**config.mk**
```make
export PLATFORM = sky130hd
export DESIGN_NAME = wfc_token
export DESIGN_NICKNAME = d
export VERILOG_FILES = /design/src/rtl/wfc_pkg.sv /design/src/rtl/wfc_token.sv
export SDC_FILE = /design/constraint.sdc
export NUM_CORES = 1
export LEC_CHECK = 0
export ABC_AREA = 1
export ABC_CLOCK_PERIOD_IN_PS = 5300
export BUFFER_PORTS_ARGS = -buffer_cell sky130_fd_sc_hd__clkbuf_2
export CELL_PAD_IN_SITES_DETAIL_PLACEMENT = 1
export CELL_PAD_IN_SITES_GLOBAL_PLACEMENT = 2
export CORE_MARGIN = 5
export CORE_UTILIZATION = 25
export CTS_CLUSTER_DIAMETER = 30
export DETAILED_ROUTE_END_ITERATION = 10
export PLACE_DENSITY = 0.65
export RECOVER_POWER = 50
export SLEW_MARGIN = 20
export SYNTH_ARGS = -nofsm -noshare
export SYNTH_HDL_FRONTEND = slang
export SYNTH_SLANG_ARGS = --single-unit
export TNS_END_PERCENT = 5
```
**constraint.sdc**
```tcl
create_clock -name i_clk -period 5.3 [get_ports i_clk]
set_input_delay 1.06 -clock i_clk [delete_from_list [all_inputs] [get_ports i_clk]]
set_output_delay 1.06 -clock i_clk [all_outputs]
set_load 0.1 [all_outputs]
```
**src/rtl/wfc_pkg.sv**
```systemverilog
`default_nettype none
// ----------------------------------------------------------------------------
// wfc_pkg: shared types and constants for the word frequency counter
// Widths, codes, state encoding and character class helpers.
// ----------------------------------------------------------------------------
package wfc_pkg;

    localparam int TableEntries  = 1024;
    localparam int MaxWordChars  = 25;
    localparam int MaxTokenChars = 1023;
    localparam int KeepChars     = MaxWordChars + 1;
    localparam int SlotW         = $clog2(TableEntries);
    localparam int FillW         = SlotW + 1;
    localparam int TokLenW       = 10;
    localparam int CountW        = 24;
    localparam int LenW          = 5;
    localparam int CharW         = 8;
    localparam int PosW          = 5;
    localparam int KeepW         = $clog2(KeepChars);
    localparam int WordW         = MaxWordChars * CharW;
    localparam int EntryW        = WordW + LenW + CountW;

    typedef logic [1:0] t_kind;
    localparam t_kind KIND_BYTE  = 2'd0;
    localparam t_kind KIND_EOT   = 2'd1;
    localparam t_kind KIND_READ  = 2'd2;
    localparam t_kind KIND_CLEAR = 2'd3;

    typedef logic [2:0] t_status;
    localparam t_status ST_COUNTED  = 3'd0;
    localparam t_status ST_NEW      = 3'd1;
    localparam t_status ST_REJECTED = 3'd2;
    localparam t_status ST_FULL     = 3'd3;
    localparam t_status ST_READ     = 3'd4;

    localparam logic [CountW-1:0] CountMax = {CountW{1'b1}};

    typedef enum logic [2:0] {
        S_IDLE,
        S_RD,
        S_CMP,
        S_BUMP,
        S_INS,
        S_OUT
    } t_state;

    function automatic logic is_letter(input logic [7:0] c);
        return (c >= 8'h61 && c <= 8'h7A) || (c >= 8'h41 && c <= 8'h5A);
    endfunction

    function automatic logic is_alnum(input logic [7:0] c);
        return is_letter(c) || (c >= 8'h30 && c <= 8'h39);
    endfunction

    function automatic logic is_space(input logic [7:0] c);
        return c == 8'h20 || (c >= 8'd9 && c <= 8'd13);
    endfunction

    function automatic logic is_strip(input logic [7:0] c);
        return c == 8'h3A || c == 8'h21 || c == 8'h2C || c == 8'h3F ||
               c == 8'h29 || c == 8'h22;
    endfunction

endpackage
`default_nettype wire

```
**src/rtl/wfc_token.sv**
```systemverilog
`default_nettype none
// ----------------------------------------------------------------------------
// wfc_token: token capture and classification
// Stores the first characters of the open token and flags; gives the
// verdict and the stripped word when the token ends.
// ----------------------------------------------------------------------------
module wfc_token (
    input  wire logic                          i_clk,
    input  wire logic                          i_rst_n,
    input  wire logic                          i_push,
    input  wire logic [7:0]                    i_char,
    input  wire logic                          i_clear,
    output logic                               o_open,
    output logic                               o_last,
    output logic                               o_ok,
    output logic [wfc_pkg::LenW-1:0]           o_len,
    output logic [wfc_pkg::WordW-1:0]          o_word
);
    import wfc_pkg::*;

    logic [7:0]         r_chars [KeepChars];
    logic [TokLenW-1:0] r_len;
    logic               r_dot;
    logic               r_bad;
    logic [7:0]         last_c;
    logic [TokLenW-1:0] n_len;
    logic [TokLenW-1:0] strip_n;

    assign n_len  = r_len + 1'b1;
    assign o_open = r_len != '0;
    assign o_last = n_len >= TokLenW'(MaxTokenChars);

    always_ff @(posedge i_clk) begin
        if (!i_rst_n) begin
            r_len <= '0;
            r_dot <= 1'b0;
            r_bad <= 1'b0;
        end else if (i_clear) begin
            r_len <= '0;
            r_dot <= 1'b0;
            r_bad <= 1'b0;
        end else if (i_push) begin
            r_len <= n_len;
            if (i_char == 8'h2E) begin
                r_dot <= 1'b1;
            end
            if (r_len != '0 && r_len <= TokLenW'(KeepChars) &&
                !is_alnum(r_chars[KeepW'(r_len - 1'b1)])) begin
                r_bad <= 1'b1;
            end
        end
    end

    always_ff @(posedge i_clk) begin
        if (i_push && r_len < TokLenW'(KeepChars)) begin
            r_chars[KeepW'(r_len)] <= i_char;
        end
    end

    always_comb begin
        last_c  = r_chars[KeepW'(r_len - 1'b1)];
        strip_n = is_strip(last_c) ? r_len - 1'b1 : r_len;
        o_ok    = !r_dot && !r_bad && r_len != '0 && r_len <= TokLenW'(KeepChars) &&
                  (is_strip(last_c) || is_alnum(last_c)) && strip_n != '0 &&
                  strip_n <= TokLenW'(MaxWordChars) && is_letter(r_chars[0]);
        o_len   = LenW'(strip_n);
        for (int k = 0; k < MaxWordChars; k++) begin
            o_word[k*CharW +: CharW] = (TokLenW'(k) < strip_n) ? r_chars[k] : 8'h00;
        end
    end

    a_len_bound: assert property (@(posedge i_clk) disable iff (!i_rst_n)
        r_len <= TokLenW'(MaxTokenChars)) else $error("token not cut");
    a_clear: assert property (@(posedge i_clk) disable iff (!i_rst_n)
        i_clear |=> r_len == '0) else $error("token not cleared");
    a_dot: assert property (@(posedge i_clk) disable iff (!i_rst_n)
        r_dot && !i_clear |=> r_dot) else $error("dot flag lost");

endmodule
`default_nettype wire

```
* Word level (Yosys, flattened, before mapping)
Memories as Yosys holds them, arrays and structs flattened.
Cells that the tools add are included.
W data, S select, Z words.
** Word-level totals
- Bits in registers :: 12
- RAM bits :: 208
- Bits of input ports :: 12
- Output and inout port bits :: 208
- Word-level logic and storage cells :: 113
- Memories :: 1
** Memories
- r_chars :: depth 26, width 8, rd ports 26, clocked after memory_dff 0, wr ports 1, line wfc_token.sv:21 : logic [7:0] r_chars [KeepChars];
** Operators by class
- Add/sub/neg operators :: 2
- Order comparisons :: 39
- Equality and inequality tests :: 7
- Mux-type cells :: 28
- Bitwise operators :: 1
- Reductions and logical operators :: 32
** Operator list (count)
- $mux W8 :: 25
- $lt A5 B10 Y1 const A :: 9
- $lt A4 B10 Y1 const A :: 8
- $eq A8 B6 Y1 const B :: 7
- $lt A3 B10 Y1 const A :: 4
- $ge A8 B7 Y1 const B :: 4
- $le A8 B7 Y1 const B :: 4
- $le A10 B5 Y1 const B :: 2
- $lt A1 B10 Y1 const A :: 2
- $lt A2 B10 Y1 const A :: 2
- $reduce_bool A10 Y1 :: 2
- $logic_and A1 B1 Y1 :: 15
- $add A10 B1 Y10 const B :: 1
- $ge A10 B10 Y1 const B :: 1
- $lt A10 B5 Y1 const B :: 1
- $mux W10 :: 1
- $sub A10 B1 Y10 const B :: 1
- $logic_or A1 B1 Y1 :: 9
- $ge A8 B6 Y1 const B :: 1
- $le A8 B6 Y1 const B :: 1
- $reduce_and A2 Y1 :: 2
- $logic_not A1 Y1 :: 3
- $mux W1 :: 2
- $reduce_or A2 Y1 :: 1
- $not A1 Y1 :: 1

* Logic depth before layout (Yosys ltp)
An unclocked memory read counts as a cell.
- Depth in word-level cells :: 13
- Depth in mapped cells :: 30
- Depth with buffers taken out :: 25

* Least setup slack after synthesis
No wires, ideal clock.
- Kind :: register to output
- Start point :: reg r_len[0]
- End point :: out o_word[176] (netlist name)
- Data arrival time :: 5.237 ns
- Data required time :: 4.240 ns
- Path slack :: -0.997 ns
- Stages on the path, launching flop included :: 26
- Path buffers :: 5
- Cells stage by stage :: dfxtp_1 > buf_4 > inv_2 > buf_2 > buf_2 > ha_1 > buf_2 > inv_2 > clkbuf_1 > nand3_1 > nand3_1 > nand3_1 > nand2_1 > nand2_1 > nand2_1 > nand2_2 > nand3b_1 > nand3_4 > nand2_4 > nand2_1 > nand2_1 > nand2_1 > nor2_1 > nand3_1 > nand2_1 > nor2_1
** Between the ends
- Word-level cells in the longest chain between the ends :: 11
- Elaborated cells between the ends (all ways) :: 16
- Those cells by class :: add/sub: 1; order compare: 1; eq/ne: 6; mux: 2; reduce/logical: 5; memory: 1
** RTL lines
- start, declared :: line wfc_token.sv:22 : logic [TokLenW-1:0] r_len;
- start signal, assigned :: line wfc_token.sv:43 : r_len <= n_len;
- $sub A10 B1 Y10 (*) :: line wfc_token.sv:62 : strip_n = is_strip(last_c) ? r_len - 1'b1 : r_len;
- $mem_v2 Z26 W8
- $eq A8 B6 Y1 :: line wfc_pkg.sv:60 : return c == 8'h3A || c == 8'h21 || c == 8'h2C || c == 8'h3F ||
- $logic_or A1 B1 Y1 (4 in series) :: line wfc_pkg.sv:60
- $logic_or A1 B1 Y1 :: line wfc_pkg.sv:61 : c == 8'h29 || c == 8'h22;
- $mux W10 (*) :: line wfc_token.sv:62
- via o_len (one bit) :: line wfc_token.sv:16 : output logic [wfc_pkg::LenW-1:0] o_len,
- $lt A5 B10 Y1 (*) :: line wfc_token.sv:68 : o_word[k*CharW +: CharW] = (TokLenW'(k) < strip_n) ? r_chars[k] : 8'h00;
- $mux W8 (*) :: line wfc_token.sv:68
- end, declared :: line wfc_token.sv:17 : output logic [wfc_pkg::WordW-1:0] o_word
Mark *: on every way through the listed nets, which the timed path passes. The rest lies on a longest branch.

* Final worst setup path
- Start point :: reg r_len[1]
- End point :: out o_word[108] (netlist name)
** Between the ends
- Word-level cells in the longest chain between the ends :: 11
- Elaborated cells between the ends (all ways) :: 16
- Those cells by class :: add/sub: 1; order compare: 1; eq/ne: 6; mux: 2; reduce/logical: 5; memory: 1
** RTL lines (line)
- $sub A10 B1 Y10 :: wfc_token.sv:62
- $mem_v2 Z26 W8
- $eq A8 B6 Y1 :: wfc_pkg.sv:60
- $logic_or A1 B1 Y1 (4 in series) :: wfc_pkg.sv:60
- $logic_or A1 B1 Y1 :: wfc_pkg.sv:61
- $mux W10 (*) :: wfc_token.sv:62
- $lt A4 B10 Y1 (*) :: wfc_token.sv:68
- $mux W8 (*) :: wfc_token.sv:68
Every way passes the cells marked *; elsewhere a longest branch is shown, timed or not.

==> summary.txt <==
Logic synthesis
  – Mean instance size in the synthesized netlist: 8.94 um^2
  – Post-synthesis mux area share: 0
  – Count of cell types in the netlist: between 40 and 50
  – Parity-gate share of the synthesized area counting xor and xnor cells: 0.00874
  – Synth Area in Adders: 0.00540
  – Area of the mapped netlist: 13900 um^2
  – Simple-gate share of the synthesized area: 0.259
  – Post-synthesis register bit count: roughly 270
  – Yosys warning total: 0
  – Count of mapped cells out of synthesis: 1554
  – Share of the yosys chip area belonging to registers: 0.571
  – Dominant combinational cell family by area after synthesis: simple AND/OR/NAND/NOR gates
  – Post-synthesis compound-gate area fraction: 0.0598

Power
  – Largest vdd supply drop: 0.343 mV
  – Power per Cell Area: 541 nW/um^2
  – Leakage: 9.63 nW
  – Final Total Pwr: approximately 13 mW

Floorplan
  – Die area: between 60000 and 70000 um^2
  – Horizontal extent of the die: between 200 and 250 um
  – Number of top-level design ports: 220
  – Starting utilization of the core area: 0.252
  – Number of placement rows: 86
  – Placeable core region: around 55000 um^2
  – Die span in y: 246 um

Min path
  – Cell depth of the worst hold path: 2
  – Endpoint of the worst hold path: r_dot
  – Worst Hold Launch: r_dot
  – Class of the tightest hold or removal check: reg -> reg

Worst setup path
  – Crit. End Element: output pin
  – Startpoint of the worst-slack reg-to-reg timing path: r_len[7]
  – Setup CP Type: reg -> out
  – Crit path required time: 4.24 ns
  – Critical path startpoint category: flip-flop
  – Crit-path max cell delay: 0.38 ns
  – Largest fanout on the critical path: 15
  – Slack of the worst reg-to-reg path: 2.12 ns
  – Cell type group with the largest total delay on the critical path: simple AND/OR/NAND/NOR gates
  – Worst Path Arrival: between 4 and 5 ns
  – Worst reg2reg path endpoint: r_chars[21][6]
  – Register-to-Register Path Depth: 7
  – Slowest stage cell on the critical path: sky130_fd_sc_hd__ha_4
  – Bufs and invs on worst path: 6

Layout
  – Signed area change from the synthesized netlist to the final layout: 68.2%
  – Layout Nets: ~1900
  – Antenna Diode Count: 0
  – Fraction of layout cells with a size suffix above 1: 0.355
  – Non-filler cells, final: between 2000 and 3000
  – Filler Cells Inserted: around 6000

STA
  – Max-slew violation count: 204
  – Shortest period the worst path allows: approximately 5.2 ns
  – Worst-margin pin slew: 2.30 ns
  – Fin crit share: 0.984
  – Final hold violations: 0
  – Unrepaired setup endpoints after global routing: yes
  – Worst Skew: 0.0185 ns
  – Final setup slack of the worst path: roughly 0.083 ns
  – Number of failing setup endpoints in the final timing report: 0
  – Setup tns final: 0 ns
  – Worst slew margin relative to its limit: -0.533
  – Maximum operating frequency: roughly 190 MHz

Outcome
  – Run status: finished with violations
  – Violated checks: capacitance limit, slew limit

Placement
  – Inst Count DP: about 2500
  – GP Congestion: about 0.86
  – Number of buffers added on ports: ~220
  – Half-perimeter wire length of the detailed placement result: about 42000 um
  – Pre-CTS setup slack: a little over 0.08 ns

Global route
  – First-pass GRT wire length: between 80000 and 90000 um
  – Total congestion overflow after global routing: 0
  – Vias in the first global route: 13200
  – Gr usage total: 0.193
  – Number of antenna violations at the first check in global routing: 0
  – Maximum number of pins on one net before global-route repair: 73

Detailed routing
  – Total via count in the routed design: ~12000
  – First DRT Iteration DRCs: between 700 and 800
  – Length of the first detailed-routing pass in iterations: 5
  – Detailed Route WL: ~61000 um
  – Antenna-violating nets left: 0
  – Total DRC errors in the routed layout: 0
  – Post-DR wirelength/cell: between 20 and 25 um
  – Number of vias per cell after detailed routing: around 4.6

Run
  – Reported max-cap violation count: 6

CTS
  – TritonCTS clock tree: done
  – # H-tree levels: 3
  – Hold_buf cts: 0
  – Clk sinks: roughly 270
  – Clock root buffer: sky130_fd_sc_hd__clkbuf_16
  – Number of clock buffers inserted by TritonCTS: between 60 and 70
  – Maximum clock path buffer count: 3
  – Clock network latency to the later pin of the worst-skew pair: 0.57 ns
  – Clock slew at reported path FFs: roughly 0.04 ns
[worst max-delay path by stage]
stage / from / endpoint / cells past startpoint
6_report: r_len[1] / o_word[108] / 25
3_3_place_gp: r_len[1] / o_word[31] / 23
3_5_place_dp: r_len[1] / o_word[25] / 21
4_1_cts: r_len[0] / o_word[116] / 24
5_1_grt: r_len[1] / o_word[65] / 22
2_1_floorplan: r_len[0] / o_word[24] / 25
[synthesized netlist by cell type (all sizes together)]
master | number | area (um^2)
a211oi | 2 | 15.0
conb | 1 | 3.75
ha | 6 | 75.1
and3 | 1 | 6.26
inv | 257 | 965
nor2 | 244 | 995
clkbuf | 12 | 45.0
a22oi | 2 | 15.0
xnor2 | 1 | 8.76
and2 | 1 | 6.26
nor3b | 1 | 7.51
buf | 49 | 323
nor3 | 7 | 46.3
o2111ai | 1 | 8.76
o21bai | 1 | 7.51
edfxtp | 256 | 7690
dfxtp | 12 | 240
a31oi | 3 | 18.8
o211ai | 17 | 133
nand3 | 192 | 1080
nand4 | 2 | 12.5
o21ai | 70 | 358
nand2 | 343 | 1410
a21oi | 55 | 275
xor2 | 12 | 113
nor4 | 5 | 31.3
nand3b | 1 | 7.51
[worst min-delay path: cells and delay by family (launching register included)]
family	cells	cell delay, ns
AOI/OAI and AO/OA	1	0.05
DFF	1	0.30
buffers and inverters	1	0.05
[kinds of logic after synthesis]
logic type | count (synthesis)
AO/OA/AOI/OAI | 151
AND/OR/NAND/NOR | 797
XOR/XNOR | 13
other | 1
buffers and inverters | 318
flip-flops | 268
adder cells (fa/ha/maj) | 6
[cells in the final DEF, fill, tap and decap left out, types with 45 or more instances in the layout]
cell type / n
sky130_fd_sc_hd__nand2_1: 276
sky130_fd_sc_hd__edfxtp_1: 256
sky130_fd_sc_hd__inv_1: 239
sky130_fd_sc_hd__buf_12: 230
sky130_fd_sc_hd__nand3_1: 138
sky130_fd_sc_hd__nor2_4: 113
sky130_fd_sc_hd__nor2_1: 86
sky130_fd_sc_hd__clkbuf_16: 77
sky130_fd_sc_hd__o21ai_0: 60
sky130_fd_sc_hd__a21oi_1: 54
sky130_fd_sc_hd__nor2_2: 45
[sequential cells by signal (all words and copies together) (netlist names)]
name     count
r_bad        1
r_chars    256
r_dot        1
r_len       10
[through the flow]
stage,cell area [um^2],hold slack (ns),utilization
2_1_floorplan,14700,0.430,-
3_3_place_gp,20000,0.444,0.363
3_5_place_dp,20000,0.453,0.363
4_1_cts,22600,0.460,0.411
5_1_grt,23400,0.506,0.424
6_report,23400,0.454,0.424
[power by group]
part,internal [mW],leakage [nW],switching [mW]
logic,2.04,6.16,4.39
registers,2.37,2.43,0.0169
clock network,2.58,1.04,1.24
total,6.98,9.63,5.65
[final cells by class]
type,instances,area [um^2],share of cell area
Clock buffer,81,1790,0.0768
Timing Repair Buffer,292,5210,0.223
Sequential cell,268,7940,0.340
Multi-Input combinational cell,1000,6140,0.263
Clock inverter,42,332,0.0142
Tap cell,748,936,0.0401
Inverter,257,1010,0.0433
[routing by layer]
metal  track usage  up-vias  routed length (um)
met3        0.0314       89                2610
li1              -     5720                   -
met2         0.340      330               31200
met5             0        -                   0
met1         0.243     6221               25800
met4        0.0610        0                1620
[what timing repair did]
| item | CTS | global route |
|---|---|---|
| setup buffers | 4 | 18 |
| setup endpoints to repair | 201 | 201 |
| cloned | 4 | 7 |
| pin swaps | 5 | 53 |
| gates resized for setup | 74 | 125 |
Power figures use the tool's default switching activity.
